### src/rtl/core/bss_pkg.sv
// ----------------------------------------------------------------------------
// bss_pkg
// Shared widths, register map and word types of the byte substring search unit.
// ----------------------------------------------------------------------------
package bss_pkg;

  localparam int MAX_NEEDLE = 16;
  localparam int IDX_W      = $clog2(MAX_NEEDLE);
  localparam int LEN_W      = 5;
  localparam int CNT_W      = 21;
  localparam int ADDR_W     = 6;
  localparam int DATA_W     = 64;

  localparam logic [CNT_W-1:0] MAX_HAYSTACK = CNT_W'(1048576);

  localparam logic [2:0] REG_NEEDLE_LOW     = 3'd0;
  localparam logic [2:0] REG_NEEDLE_HIGH    = 3'd1;
  localparam logic [2:0] REG_NEEDLE_LENGTH  = 3'd2;
  localparam logic [2:0] REG_SEARCH_REVERSE = 3'd3;
  localparam logic [2:0] REG_START_GIVEN    = 3'd4;
  localparam logic [2:0] REG_START_INDEX    = 3'd5;

  typedef logic [MAX_NEEDLE-1:0][7:0] byte_row_t;

  typedef struct packed {
    logic [7:0] data_byte;
    logic       last_byte;
  } byte_word_t;

  typedef struct packed {
    logic             found;
    logic [CNT_W-1:0] match_position;
  } result_word_t;

endpackage

### src/rtl/core/bss_match.sv
// ----------------------------------------------------------------------------
// bss_match
// Parallel compare of the newest window bytes against the needle.
// ----------------------------------------------------------------------------
module bss_match (
  input  bss_pkg::byte_row_t         window,
  input  bss_pkg::byte_row_t         needle,
  input  logic [bss_pkg::LEN_W-1:0]  needle_length,
  output logic                       hit
);
  import bss_pkg::*;

  logic [MAX_NEEDLE-1:0] used;
  logic [MAX_NEEDLE-1:0] same;
  logic                  len_ok;

  always_comb begin
    logic [LEN_W-1:0] sel;
    sel = '0;
    for (int k = 0; k < MAX_NEEDLE; k++) begin
      sel     = needle_length - LEN_W'(k) - LEN_W'(1);
      used[k] = LEN_W'(k) < needle_length;
      same[k] = window[k] == needle[sel[IDX_W-1:0]];
    end
  end

  assign len_ok = (needle_length != '0) && (needle_length <= LEN_W'(MAX_NEEDLE));
  assign hit    = len_ok && (&(same | ~used));

endmodule

### src/rtl/core/byte_substring_search_unit.sv
// ----------------------------------------------------------------------------
// byte_substring_search_unit
// Streaming exact search of a byte haystack for a needle of up to 16 bytes.
// ----------------------------------------------------------------------------
// Takes one haystack byte per clock. Every accepted byte is compared against
// the needle in the same cycle by a 16-byte parallel window compare, so the
// sustained rate is one byte per cycle. The result word appears in the cycle
// after the byte marked last is accepted and is held until taken; byte_stall
// rises only while a result waits under result_stall. Program the registers
// over APB (64-bit, byte address 8*index) between haystacks.
module byte_substring_search_unit (
  input  logic                        clk,
  input  logic                        rst,
  input  logic                        psel,
  input  logic                        penable,
  input  logic                        pwrite,
  input  logic [bss_pkg::ADDR_W-1:0]  paddr,
  input  logic [bss_pkg::DATA_W-1:0]  pwdata,
  output logic [bss_pkg::DATA_W-1:0]  prdata,
  output logic                        pready,
  input  logic                        byte_valid,
  output logic                        byte_stall,
  input  bss_pkg::byte_word_t         byte_word,
  output logic                        result_valid,
  input  logic                        result_stall,
  output bss_pkg::result_word_t       result_word
);
  import bss_pkg::*;

  logic [63:0]       needle_low;
  logic [63:0]       needle_high;
  logic [LEN_W-1:0]  needle_length;
  logic              search_reverse;
  logic              start_given;
  logic [CNT_W-1:0]  start_index;

  byte_row_t         window;
  byte_row_t         window_next;
  byte_row_t         win_shift;
  byte_row_t         needle;
  logic [CNT_W-1:0]  count;
  logic [CNT_W-1:0]  count_next;
  logic [CNT_W-1:0]  cnt_inc;
  logic              hit_seen;
  logic              hit_seen_next;
  logic [CNT_W-1:0]  hit_position;
  logic [CNT_W-1:0]  hit_position_next;
  logic [CNT_W-1:0]  pos;
  logic [CNT_W-1:0]  from;
  logic              cmp_hit;
  logic              take;
  logic              wr;
  logic [2:0]        reg_sel;

  assign pready  = 1'b1;
  assign wr      = psel && penable && pwrite && pready;
  assign reg_sel = paddr[ADDR_W-1:3];

  always_comb begin
    unique case (reg_sel)
      REG_NEEDLE_LOW:     prdata = needle_low;
      REG_NEEDLE_HIGH:    prdata = needle_high;
      REG_NEEDLE_LENGTH:  prdata = DATA_W'(needle_length);
      REG_SEARCH_REVERSE: prdata = DATA_W'(search_reverse);
      REG_START_GIVEN:    prdata = DATA_W'(start_given);
      REG_START_INDEX:    prdata = DATA_W'(start_index);
      default:            prdata = '0;
    endcase
  end

  always_ff @(posedge clk) begin
    if (rst) begin
      needle_low     <= '0;
      needle_high    <= '0;
      needle_length  <= '0;
      search_reverse <= 1'b0;
      start_given    <= 1'b0;
      start_index    <= '0;
    end else if (wr) begin
      unique case (reg_sel)
        REG_NEEDLE_LOW:     needle_low     <= pwdata;
        REG_NEEDLE_HIGH:    needle_high    <= pwdata;
        REG_NEEDLE_LENGTH:  needle_length  <= pwdata[LEN_W-1:0];
        REG_SEARCH_REVERSE: search_reverse <= pwdata[0];
        REG_START_GIVEN:    start_given    <= pwdata[0];
        REG_START_INDEX:    start_index    <= pwdata[CNT_W-1:0];
        default: begin
        end
      endcase
    end
  end

  assign needle     = {needle_high, needle_low};
  assign win_shift  = {window[MAX_NEEDLE-2:0], byte_word.data_byte};
  assign cnt_inc    = count + CNT_W'(1);
  assign pos        = cnt_inc - CNT_W'(needle_length) + CNT_W'(1);
  assign from       = (start_given && start_index > CNT_W'(1)) ? start_index : CNT_W'(1);
  assign byte_stall = result_valid && result_stall;
  assign take       = byte_valid && !byte_stall;

  bss_match u_match (
    .window        (win_shift),
    .needle        (needle),
    .needle_length (needle_length),
    .hit           (cmp_hit)
  );

  always_comb begin
    window_next       = window;
    count_next        = count;
    hit_seen_next     = hit_seen;
    hit_position_next = hit_position;
    if (count < MAX_HAYSTACK) begin
      window_next = win_shift;
      count_next  = cnt_inc;
      if (cmp_hit && cnt_inc >= CNT_W'(needle_length)) begin
        if (search_reverse) begin
          if (!(start_given && cnt_inc > start_index)) begin
            hit_seen_next     = 1'b1;
            hit_position_next = pos;
          end
        end else if (!hit_seen && pos >= from) begin
          hit_seen_next     = 1'b1;
          hit_position_next = pos;
        end
      end
    end
  end

  always_ff @(posedge clk) begin
    if (rst) begin
      window       <= '0;
      count        <= '0;
      hit_seen     <= 1'b0;
      hit_position <= '0;
    end else if (take) begin
      if (byte_word.last_byte) begin
        window       <= '0;
        count        <= '0;
        hit_seen     <= 1'b0;
        hit_position <= '0;
      end else begin
        window       <= window_next;
        count        <= count_next;
        hit_seen     <= hit_seen_next;
        hit_position <= hit_position_next;
      end
    end
  end

  always_ff @(posedge clk) begin
    if (rst) begin
      result_valid <= 1'b0;
    end else if (take && byte_word.last_byte) begin
      result_valid <= 1'b1;
    end else if (!result_stall) begin
      result_valid <= 1'b0;
    end
  end

  always_ff @(posedge clk) begin
    if (take && byte_word.last_byte) begin
      result_word.found          <= hit_seen_next;
      result_word.match_position <= hit_seen_next ? hit_position_next : '0;
    end
  end

  a_no_pos_when_missing: assert property (@(posedge clk) disable iff (rst)
    result_valid && !result_word.found |-> result_word.match_position == '0)
    else $error("match position set without a match");

  a_pos_nonzero: assert property (@(posedge clk) disable iff (rst)
    result_valid && result_word.found |-> result_word.match_position != '0)
    else $error("reported match at position zero");

  a_clear_after_last: assert property (@(posedge clk) disable iff (rst)
    take && byte_word.last_byte |=> count == '0 && !hit_seen && result_valid)
    else $error("stream state not cleared after last byte");

  a_count_bound: assert property (@(posedge clk) disable iff (rst)
    count <= MAX_HAYSTACK)
    else $error("byte count past haystack limit");

  a_hit_in_range: assert property (@(posedge clk) disable iff (rst)
    hit_seen |-> hit_position != '0 && hit_position <= count)
    else $error("held match position outside counted bytes");

endmodule

### config.mk
export PLATFORM = sky130hd
export DESIGN_NAME = byte_substring_search_unit
export DESIGN_NICKNAME = d
export VERILOG_FILES = /design/src/rtl/core/bss_pkg.sv /design/src/rtl/core/bss_match.sv /design/src/rtl/core/byte_substring_search_unit.sv
export SDC_FILE = /design/constraint.sdc
export NUM_CORES = 1
export LEC_CHECK = 0
export BUFFER_PORTS_ARGS = -buffer_cell sky130_fd_sc_hd__buf_2
export CORE_MARGIN = 2
export CORE_UTILIZATION = 44
export CTS_BUF_LIST = sky130_fd_sc_hd__clkbuf_8
export DETAILED_ROUTE_END_ITERATION = 8
export MAX_ROUTING_LAYER = met4
export SLEW_MARGIN = 20
export SYNTH_ARGS = -nofsm -noshare
export SYNTH_HDL_FRONTEND = slang
export SYNTH_SLANG_ARGS = --single-unit
### constraint.sdc
create_clock -name clk -period 11.3 [get_ports clk]
set_input_delay 1.695 -clock clk [delete_from_list [all_inputs] [get_ports clk]]
set_output_delay 1.695 -clock clk [all_outputs]
set_load 0.02 [all_outputs]
======== Word level (Yosys, flattened, before mapping) ========
Index checks and enable logic that the tools add are counted.
word-level totals
  bits in registers ....................... 342
  input bits .............................. 86
  word-level logic and storage cells ...... 198
operators by class
  $add $sub $neg .......................... 33
  order comparisons ....................... 38
  equality and inequality tests ........... 22
  mux-type cells .......................... 52
  bitwise gates (word level) .............. 2
  reductions and logical operators ........ 24
operators by type and width
  kind                                                                           number
  8-bit binary-select mux with 4-bit select                                      16
  64-bit case mux with 6 select lines                                            1
  120-bit two-way mux                                                            2
  21-bit two-way mux                                                             9
  8-bit == test                                                                  16
  8-bit two-way mux                                                              16
  4-bit by 5-bit less-than comparator with 1-bit output (second input constant)  16
  4-bit by 1-bit subtractor with 4-bit output (second input constant)            16
  21-bit by 1-bit adder with 21-bit output (second input constant)               2
  4-bit by 5-bit less-than comparator with 1-bit output (first input constant)   8
  4-bit subtractor (second input constant)                                       8
  21-bit >= comparator                                                           1
  21-bit by 5-bit >= comparator with 1-bit output                                1
  21-bit by 1-bit > comparator with 1-bit output (second input constant)         1
  21-bit > comparator                                                            1
  21-bit less-than comparator (second input constant)                            1
  21-bit by 5-bit subtractor with 21-bit output                                  1
  3-bit by 5-bit less-than comparator with 1-bit output (first input constant)   4
  16-bit NOT                                                                     1
  16-bit bitwise OR                                                              1
  16-bit AND reduction                                                           1
  4-bit by 3-bit subtractor with 4-bit output (second input constant)            4
  2-bit AND reduction                                                            7
  1-bit logical AND                                                              11
  other kinds (13)                                                               26

======== Logic depth before layout (Yosys ltp) ========
Gate-level depths: netlist (run 1).
  depth in word-level cells ............... 12
  gate-level depth with buffers ........... 29
  depth with buffers taken out ............ 24

======== Hierarchy ========
A second synthesis (run 1) with hierarchy kept.
unflattened totals
  cell total of the unflattened synthesis .. 2820
  area total of the unflattened synthesis .. 25817.3 um^2
by module, submodules not included
  module                      times used  cells an instance  area an instance (um^2)
  byte_substring_search_unit  1           1948               15841.4
  bss_match                   1           872                9975.8

======== Worst setup path before layout (run 1) ========
No wires, ideal clock.
  path type ............................... reg2reg
  start point ............................. register needle_length[2]
  end point ............................... register result_word[15] in the netlist's numbering, data pin
  setup time .............................. 257 ps
  data arrival time ....................... 5606 ps
  setup slack ............................. 5438 ps
  stages on the path, launching flop included .. 26
  path buffers ............................ 5
  cells stage by stage .................... dfxtp_1 -> buf_4 -> buf_1 -> inv_1 -> clkbuf_1 -> ha_1 -> ha_1 -> a211o_1 -> a21oi_1 -> o22ai_1 -> o41ai_1 -> a211oi_1 -> nor3_1 -> o21ai_0 -> xnor2_1 -> ha_1 -> a21o_1 -> a21o_1 -> a211oi_1 -> o211a_1 -> a2111oi_2 -> nand4_4 -> buf_6 -> buf_4 -> mux2i_1 -> nor2_1
on the way
  longest elaborated chain between the ends .. 11
  elaborated cells between the ends (all ways) .. 116
  those cells by class .................... add/sub (32); order compare (19); eq/ne (16); mux (41); bitwise (2); reduce/logical (6)
RTL lines
  what                                                                                                    line                              text
  from (decl)                                                                                             byte_substring_search_unit.sv:32  logic [LEN_W-1:0] needle_length;
  from (signal assigned)                                                                                  byte_substring_search_unit.sv:83  REG_NEEDLE_LENGTH: needle_length <= pwdata[LEN_W-1:0];
  parallel branches: the longest is 11 deep, another holds 21-bit by 5-bit subtractor with 21-bit output  n/a
  to (decl)                                                                                               byte_substring_search_unit.sv:26  output bss_pkg::result_word_t result_word
Several ways; the timed one is not identified. The select of a mux whose other input is x is not followed.
A chain may end at the register's enable or synchronous reset.

======== Worst setup path after layout (run 1) ========
  start point ............................. register needle_length[0]
  end point ............................... register hit_position[8]
on the way
  longest elaborated chain between the ends .. 12
  elaborated cells between the ends (all ways) .. 113
  those cells by class .................... add/sub (32); order compare (19); eq/ne (16); mux (38); bitwise (2); reduce/logical (6)
RTL lines
  what                                                                                                   line                               text
  parallel branches: the longest is 9 deep, another holds 21-bit by 5-bit subtractor with 21-bit output  n/a
  21-bit two-way mux *                                                                                   byte_substring_search_unit.sv:116  if (cmp_hit && cnt_inc >= CNT_W'(needle_length)) begin
  21-bit two-way mux *                                                                                   byte_substring_search_unit.sv:113  if (count < MAX_HAYSTACK) begin
  21-bit two-way mux *                                                                                   byte_substring_search_unit.sv:137  if (byte_word.last_byte) begin
  to (signal assigned)                                                                                   byte_substring_search_unit.sv:146  hit_position <= hit_position_next;
  to (decl)                                                                                              byte_substring_search_unit.sv:46   logic [CNT_W-1:0] hit_position;
Mark *: on every way between the ends. The select of a mux whose other input is x is not followed.

==> run_results.csv, run 1 <==
group,metric,value,unit
sta,hold_viol,0,
cts,htreeDepth,3,
detailed_routing,viasPerCell,6.48,
setup_path,critical_path_required,11.83,ns
cts,clock_latency,0.66,ns
die,rows,89,
setup_path,cp_slowest_cell,"dfxtp_4",
synthesis,yosysWarnings,0,
sta,maxSlewHeadroom,0.247,
pwr,power.switching,760,uW
final_layout,layout_commonest_cell,"nand2_1",
synthesis,synthCells,2650,
synthesis,synth-edff-count,22,
cts,hold_buffers,0,
synthesis,syn_area_per_cell,9.84,sq um
die,ios,175,
place,port_buffers,170,
flow_run,drv_cap,0,
pwr,power.density,96.4,nW/um^2
final_layout,syn2layout_area_growth,9.89,%
global_route,grt_pass1_wl,137000,microns
cts,clk_pin_slew,0.06,ns
synthesis,netlist_area,26100,sq um
detailed_routing,drtIter0Drc,2558,
place,dp_hpwl,66100,microns
detailed_routing,wl_per_cell,26.0,microns
global_route,grtUsageTotal,0.307,
sta,min_period,7.99,ns
die,start_util,0.443,
cts,clock-root-buffer,"clkbuf_8",
outcome,status,"complete, no violations",
sta,period_share,0.707,
synthesis,synth_nets,2826,
die,coreArea,58800,sq um
sta,maxSlewViolCount,0,
synthesis,ys_types,75,
final_layout,nets,2878,
detailed_routing,routed_wl,91800,microns
global_route,antenna_found_initial,1,
setup_path,critical_path.startpoint_type,"flip-flop",
setup_path,cp_cell_sequence,"inv_2, ha_1, ha_1, fa_1, a21o_1, a21oi_1, or4_1, a31oi_1, o211a_1, o31ai_1, o21bai_1, a21oi_1, xnor2_1, ha_1, a21o_1, a21o_1, a211oi_1, o211a_1, a2111oi_2, nand4_4, and4b_1, a311o_1",
global_route,grt_max_degree,124,
pwr,switching_share,0.275,
cts,clock_path_buffers,3,
final_layout,drive_gt1_frac,0.225,
die,die_w,247,microns
sta,whs,0.496,ns
worst_hold_path,hold_class,"flip-flop to flip-flop",
sta,skew,0.0287,ns
global_route,grt.overflow.total,0,
place,gp_congestion,0.984,
setup_path,path_max_fanout,63,
sta,setup_viol,0,
synthesis,ys.flop_type,"dfxtp_1",
synthesis,async_flop_share,0,
pwr,p_comb_frac,0.085,
detailed_routing,route.vias.total,22900,
cts,cts_sinks,342,
pwr,internal_power,2000,uW
detailed_routing,drt-pass1-iter-count,6,
synthesis,ys_seq_elements,342,
setup_path,cp-end-kind,"flip-flop",
cts,post_cts_resized,0,
die,dieArea,61200,sq um
pwr,ir_drop,0.0766,mV
setup_path,path_class,"flip-flop to flip-flop",
cts,cts-buffers-inserted,66,
pwr,clkPwrFrac,0.465,
pwr,seqPwrFrac,0.450,
global_route,first_global_vias,21800,
pwr,leakage,0.0103,uW
detailed_routing,antenna_left,0,
sta,worstMarginPinSlew,1.12,ns
sta,rsz0062_at_grt,"false",
die,die_h,247,microns
cts,cts_tree,"built",
cts,cts_setup_buffers,0,
detailed_routing,drcViolationCount,0,
synthesis,seq_area_frac_synth,0.271,
sta,max_freq,125,MHz
final_layout,layout_common_cells,"nand2_1 (377), dfxtp_1 (316), mux4_2 (285)",
sta,finalSetupTns,0,ns
setup_path,arrival,8.52,ns
setup_path,max_stage_delay,0.89,ns
[power groups by stage]
stage / sequential, uW / clock, uW / combinational [uW]
2_1_floorplan: 1260 / 0 / 154
3_3_place_gp: 1270 / 0 / 225
3_5_place_dp: 1270 / 0 / 229
4_1_cts: 1240 / 1310 / 230
5_1_grt: 1240 / 1360 / 251
6_report: 1240 / 1280 / 234
[sequential cells by signal (all words and copies together), names as in the netlist, 5 cells and up]
register	count
count	21
win_shift	120
needle_high	64
result_word	22
hit_position	21
needle_length	5
needle_low	64
start_index	21
[cell usage after synthesis, drive strengths merged, types with 26 or more instances]
cell type  number  area (sq um)
a22oi         138          1040
inv            63           236
buf            72           429
xor2           26           235
a22o           48           420
ha             88          1100
nor2          245           920
nand4          41           272
mux4          285          6420
nand2         379          1420
dfxtp         320          6410
mux2i         170          1700
clkbuf        144           541
a21oi         196           981
xnor2         147          1330
[worst paths after layout]
check | start | slack (ns) | cells past startpoint | end
worst max-delay path | needle_length[0] | 3.31 | 22 | hit_position[8]
worst min register to register | count[19] | 0.50 | 2 | count[19]
worst max register to register | needle_length[0] | 3.31 | 22 | hit_position[8]
worst min-delay path | count[19] | 0.50 | 2 | count[19]
[cells by family after synthesis]
logic type | share of synthesized area
buf+inv | 0.0463
fa+ha+maj | 0.0438
other cells | 0.000144
simple gates | 0.134
mux | 0.312
flops | 0.271
compound gates | 0.133
xor+xnor | 0.0598
[through the flow]
stage	power, uW	setup WS, ns	utilization	instances	area (sq um)
6_report	2760	3.31	0.487	3526	28600
5_1_grt	2850	2.74	0.487	3526	28600
4_1_cts	2780	3.38	0.487	3524	28600
3_5_place_dp	1500	3.41	0.464	3406	27300
3_3_place_gp	1490	3.71	0.463	3406	27200
2_1_floorplan	1420	5.44	-	2650	26100
[worst max-delay path: cells and delay by family (launching register included)]
| family | cells | cell delay [ns] |
|---|---|---|
| AOI/OAI and AO/OA | 13 | 3.09 |
| and+or+nand+nor | 3 | 1.56 |
| adders and majority gates | 4 | 1.31 |
| DFF | 1 | 0.89 |
| buffers and inverters | 1 | 0.64 |
| xor gates and xnor gates | 1 | 0.27 |
[per-layer routing]
layer | track usage | vias to the layer above | routed length (microns)
met5 | - | - | 0
met3 | 0.0585 | 198 | 8500
li1 | - | 10100 | -
met2 | 0.455 | 1191 | 41500
met4 | 0.163 | 0 | 5040
met1 | 0.397 | 11400 | 36800
[layout make-up]
type | count | area, sq um
tap | 773 | 967
antenna | 1 | 2.50
clock buffer | 84 | 1160
multi-input combinational | 2029 | 17900
fill | 5535 | 30100
timing repair buffer | 200 | 1120
clock inverter | 34 | 191
sequential | 342 | 7080
inverter | 63 | 236
No activity file was read; power rests on OpenSTA's default activity.
==> run 2: changes to the inputs <==
==> constraint.sdc (replaced) <==
create_clock -name clk -period 7.6 [get_ports clk]
set_input_delay 1.14 -clock clk [delete_from_list [all_inputs] [get_ports clk]]
set_output_delay 1.14 -clock clk [all_outputs]
set_load 0.02 [all_outputs]
==> run 2 against run 1 <==
First-iteration DRC count is 2.1% higher. Clock power is 56% higher. Core utilization is 0.37 points higher. Hold slack better by 0.0046 ns. Critical path depth is 1 lower. Non-clock buffer count is 17 higher. Register-to-register slack worse by 2.9 ns.
==> run_results.csv, run 2 (same netlist as run 1, synthesis figures left out) <==
group,metric,value,unit
worst_hold_path,whs_path_depth,2,
cts,hold_buffers,0,
setup_path,path_max_fanout,16,
final_layout,drive_gt1_frac,0.230,
global_route,grt.overflow.total,0,
global_route,grtUsageTotal,0.308,
cts,cts_tree,"built",
cts,clock_path_buffers,3,
setup_path,arrival,7.69,ns
worst_hold_path,hold_class,"flip-flop to flip-flop",
place,place_inst,3424,
cts,clock_latency,0.67,ns
die,die_w,247,microns
global_route,grt_pass1_wl,137000,microns
detailed_routing,route.vias.total,22800,
detailed_routing,drtIter0Drc,2611,
sta,maxSlewHeadroom,0.253,
place,dp_hpwl,67100,microns
sta,finalSetupTns,0,ns
sta,max_freq,140,MHz
worst_hold_path,hold_end,"count[18]",
setup_path,path_class,"flip-flop to flip-flop",
setup_path,cp_num_buf_inv,0,
setup_path,cp_slowest_cell,"a2111oi_4",
die,ios,175,
cts,clk_pin_slew,0.06,ns
cts,cts_sinks,342,
die,start_util,0.443,
cts,htreeDepth,3,
cts,cts-buffers-inserted,66,
die,dieArea,61200,sq um
final_layout,nets,2897,
detailed_routing,drcViolationCount,0,
sta,skew,0.0459,ns
final_layout,final_core_util,0.491,
global_route,antenna_found_initial,2,
sta,hold_viol,0,
setup_path,critical_path.startpoint_type,"flip-flop",
setup_path,r2r_setup_slack,0.45,ns
setup_path,cp-end-kind,"flip-flop",
final_layout,finalNonFillerCells,3544,
outcome,status,"complete, no violations",
sta,setup_viol,0,
setup_path,cp_cell_sequence,"ha_1, nand3_1, xnor2_1, fa_1, o21a_1, a21oi_1, o22ai_1, o41ai_1, a211oi_1, nor3_1, o21ai_0, xnor2_1, ha_1, a21o_1, a21o_1, a211oi_1, o211a_1, a2111oi_4, nand4_4, and4b_1, a311o_1",
die,die_h,247,microns
detailed_routing,viasPerCell,6.45,
final_layout,syn2layout_area_growth,10.7,%
global_route,grt_max_degree,118,
setup_path,max_stage_delay,0.65,ns
setup_path,worstReg2RegEnd,"hit_position[19]",
detailed_routing,antenna_left,0,
pwr,leakage,0.0104,uW
setup_path,critical_path_required,8.14,ns
detailed_routing,routed_wl,92900,microns
cts,post_cts_resized,0,
sta,min_period,7.15,ns
pwr,ir_drop,0.155,mV
cts,clock-root-buffer,"clkbuf_8",
final_layout,layout_common_cells,"nand2_1 (377), dfxtp_1 (316), mux4_2 (285)",
flow_run,drv_cap,0,
detailed_routing,drt-pass1-iter-count,6,
setup_path,r2r_cells,21,
detailed_routing,wl_per_cell,26.2,microns
final_layout,layout_commonest_cell,"nand2_1",
setup_path,rr_startpoint,"count[0]",
die,coreArea,58800,sq um
sta,maxSlewViolCount,0,
global_route,first_global_vias,21700,
setup_path,critPathTopFamily,"compound AO/OA/AOI/OAI gates",
final_layout,nFillCells,5493,
final_layout,largest_register_ff_count,120,
place,port_buffers,170,
place,gp_congestion,0.982,
sta,period_share,0.941,
worst_hold_path,hp-start,"count[18]",
die,rows,89,
sta,worstMarginPinSlew,1.12,ns
cts,cts_setup_buffers,0,
pwr,power.density,146,nW/um^2
sta,rsz0062_at_grt,"false",
run 2: changes by cell type in the layout (fill, tap and decap cells not counted), sizes merged:
cell    delta
clkbuf     +3
nand4      +2
diode      +1
clkinv     -5
bufinv     +2
buf       +17
inv        -2
run 2: cell type report:
class                      instances  area (sq um)  area share
clock inverter                    29           215     0.00746
timing repair buffer             217          1230      0.0425
antenna                            2          5.00    0.000173
multi-input combinational       2031         17900       0.622
tap                              773           967      0.0335
clock buffer                      87          1200      0.0415
sequential                       342          7080       0.245
inverter                          63           236     0.00819
run 2: stage by stage:
step | hold WS, ns | instance area, sq um | setup WS [ns] | power (uW)
2_1_floorplan | 0.461 | 26100 | 1.74 | 2110
3_3_place_gp | 0.481 | 27400 | 0.332 | 2220
3_5_place_dp | 0.485 | 27400 | 0.232 | 2230
4_1_cts | 0.502 | 28800 | 0.175 | 4220
5_1_grt | 0.537 | 28900 | 0.0353 | 4330
6_report | 0.501 | 28900 | 0.450 | 4210
run 2: worst min-delay path, cell delays in order (launching register included):
cell,delay [ns]
dfxtp_1,0.32
a22oi_1,0.06
nor2_1,0.08
run 2: routing by layer:
layer,vias up,GRT usage,wire length (microns),part of all wire
li1,10100,-,-,-
met1,11400,0.400,38000,0.41
met2,1146,0.452,41500,0.45
met3,195,0.0678,8190,0.088
met4,0,0.153,5300,0.057
met5,-,-,0,0
run 2: report_power, final:
part	switching (uW)	internal [uW]
combinational	236	125
sequential	24.1	1820
clock	874	1130
run 2: worst max-delay path by stage:
stage | startpoint | end | slack, ns | depth (start not counted)
floorplan | needle_length[2] | result_word[15] | 1.74 | 25
global placement | count[0] | hit_position[6] | 0.33 | 21
detailed placement | count[0] | hit_position[4] | 0.23 | 21
CTS | count[0] | hit_position[4] | 0.18 | 21
global route | count[0] | hit_position[16] | 0.04 | 20
finish | count[0] | hit_position[19] | 0.45 | 21
==> run 3: changes to the inputs <==
--- a/config.mk
+++ b/config.mk
@@ -6,11 +6,14 @@
 export NUM_CORES = 1
 export LEC_CHECK = 0
 export BUFFER_PORTS_ARGS = -buffer_cell sky130_fd_sc_hd__buf_2
+export CELL_PAD_IN_SITES_DETAIL_PLACEMENT = 2
+export CELL_PAD_IN_SITES_GLOBAL_PLACEMENT = 2
 export CORE_MARGIN = 2
-export CORE_UTILIZATION = 44
+export CORE_UTILIZATION = 30
 export CTS_BUF_LIST = sky130_fd_sc_hd__clkbuf_8
 export DETAILED_ROUTE_END_ITERATION = 8
 export MAX_ROUTING_LAYER = met4
+export PLACE_DENSITY = 0.75
 export SLEW_MARGIN = 20
 export SYNTH_ARGS = -nofsm -noshare
 export SYNTH_HDL_FRONTEND = slang
==> run 3 against run 2 <==
Total power up 0.53%. Critical path depth up 1. Die area up 46%. Clock-buffer cell count down 9. Critical path type unchanged. Final area up 1.5%. Global-route usage down 5.5 points. Critical endpoint is now hit_position[8]. Setup slack better by 0.023 ns. Non-clock buffer count up 1. Register-to-register slack better by 0.02 ns.
==> run_results.csv, run 3 (same netlist as run 1, synthesis figures left out) <==
group,metric,value,unit
die,coreArea,86500,sq um
detailed_routing,wl_per_cell,28.3,microns
pwr,seqPwrFrac,0.437,
setup_path,crit_path_start,"count[0]",
place,pre_cts_slack,0.335,ns
global_route,grtUsageTotal,0.253,
setup_path,critical_path.startpoint_type,"flip-flop",
pwr,internal_power,3030,uW
detailed_routing,drcViolationCount,0,
detailed_routing,route.vias.total,23600,
final_layout,final_core_util,0.339,
sta,setup_viol,0,
final_layout,layout_commonest_cell,"nand2_1",
sta,rsz0062_at_grt,"false",
die,die_w,299,microns
detailed_routing,routed_wl,111000,microns
pwr,clkPwrFrac,0.476,
pwr,ir_drop,0.0958,mV
cts,cts_sinks,342,
setup_path,rr_startpoint,"count[0]",
global_route,grt_max_degree,142,
sta,maxSlewHeadroom,0.240,
final_layout,syn2layout_area_growth,12.4,%
sta,hold_viol,0,
setup_path,path_max_fanout,38,
setup_path,critical_path_required,8.20,ns
cts,clock_path_buffers,3,
place,place_inst,3807,
sta,worstMarginPinSlew,1.14,ns
place,dp_hpwl,82100,microns
sta,skew,0.0513,ns
setup_path,cp_cell_sequence,"ha_1, nand2_1, nor3_1, xor2_1, inv_1, ha_1, inv_1, a22o_1, a2111oi_0, a211oi_1, nor3_2, o31ai_1, a21oi_1, xor2_1, ha_1, nand4_1, o21a_1, a2111oi_2, nand4_4, buf_12, and4b_1, a311o_1",
global_route,antenna_found_initial,1,
sta,max_freq,140,MHz
setup_path,path_class,"flip-flop to flip-flop",
cts,cts_tree,"built",
pwr,power.density,144,nW/um^2
place,gp_congestion,0.956,
worst_hold_path,hp-start,"hit_position[19]",
setup_path,arrival,7.72,ns
sta,finalSetupTns,0,ns
die,ios,175,
detailed_routing,viasPerCell,6.00,
pwr,leakage,0.0104,uW
cts,htreeDepth,3,
cts,clk_pin_slew,0.06,ns
sta,maxSlewViolCount,0,
setup_path,cp_slowest_cell,"dfxtp_1",
sta,timing.final.ws_setup,0.474,ns
cts,clock-root-buffer,"clkbuf_8",
die,die_h,299,microns
worst_hold_path,hold_class,"flip-flop to flip-flop",
die,dieArea,89300,sq um
global_route,first_global_vias,25300,
setup_path,max_stage_delay,0.58,ns
setup_path,r2r_setup_slack,0.47,ns
final_layout,nets,2899,
final_layout,largest_register_ff_count,120,
worst_hold_path,whs_path_depth,1,
detailed_routing,drt-pass1-iter-count,6,
cts,clock_latency,0.73,ns
final_layout,drive_gt1_frac,0.231,
cts,cts_setup_buffers,0,
outcome,status,"complete, no violations",
detailed_routing,antenna_left,0,
pwr,p_comb_frac,0.087,
global_route,grt.overflow.total,0,
setup_path,cp-end-kind,"flip-flop",
global_route,grt_pass1_wl,167000,microns
detailed_routing,drtIter0Drc,2291,
final_layout,finalNonFillerCells,3929,
die,start_util,0.301,
setup_path,crit_top_cell,"ha_1",
pwr,power.switching,1200,uW
final_layout,layout_common_cells,"nand2_1 (377), dfxtp_1 (316), mux4_2 (285)",
sta,min_period,7.13,ns
flow_run,drv_cap,0,
die,rows,108,
setup_path,r2r_cells,22,
pwr,switching_share,0.285,
sta,period_share,0.938,
place,port_buffers,170,
cts,cts-buffers-inserted,69,
run 3: cell count changes in the layout (fill, tap and decap cells not counted), sizes merged:
cell | previous run | this run
buf | 217 | 218
inv | 84 | 90
bufinv | 3 | 4
clkbuf | 87 | 78
diode | 2 | 1
clkinv | 2 | 8
nand4 | 43 | 41
clkinvlp | 3 | 4
run 3: critical path: cells and delay by family (launching register included):
kind / cells / cell delay, ns
xor gates and xnor gates: 2 / 0.66
and+or+nand+nor: 6 / 1.72
AOI/OAI and AO/OA: 8 / 2.46
DFF: 1 / 0.58
adders and majority gates: 3 / 0.98
buffers and inverters: 3 / 0.59
run 3: path summary, 6_finish.rpt:
kind | endpoint
worst max register to register | hit_position[8]
worst max-delay path | hit_position[8]
worst min register to register | hit_position[19]
worst min-delay path | hit_position[19]
run 3: power by group through the flow:
stage | combinational [uW] | sequential (uW) | clock, uW
2_1_floorplan | 228 | 1880 | 0
3_3_place_gp | 349 | 1880 | 0
3_5_place_dp | 364 | 1890 | 0
4_1_cts | 365 | 1850 | 2060
5_1_grt | 393 | 1850 | 2150
6_report | 368 | 1850 | 2010
run 3: area by class of cell:
cell class / count / area (sq um)
antenna: 1 / 2.50
clock buffer: 78 / 1070
clock inverter: 43 / 314
fill: 9495 / 57200
inverter: 63 / 236
multi-input combinational: 2029 / 17900
sequential: 342 / 7080
tap: 1155 / 1450
timing repair buffer: 218 / 1250
run 3: through the flow:
step | instance area (sq um) | total power (uW) | hold slack (ns)
3_3_place_gp | 27900 | 2230 | 0.483
4_1_cts | 29300 | 4280 | 0.527
6_report | 29300 | 4230 | 0.524
2_1_floorplan | 26100 | 2110 | 0.461
3_5_place_dp | 27900 | 2250 | 0.497
5_1_grt | 29300 | 4390 | 0.548
run 3: what timing repair did:
| item | CTS | global route |
|---|---|---|
| gates resized for setup | 0 | 2 |
| hold buffers | 0 | 0 |
| setup endpoints to repair | 0 | 21 |
| hold endpoints to repair | 0 | 0 |
run 3: metal layers:
| metal | global-route usage | up-vias | routed length (microns) |
|---|---|---|---|
| li1 | - | 10100 | - |
| met1 | 0.309 | 12300 | 45300 |
| met2 | 0.408 | 900 | 53400 |
| met3 | 0.0322 | 233 | 6150 |
| met4 | 0.134 | 0 | 6450 |
| met5 | - | - | 0 |
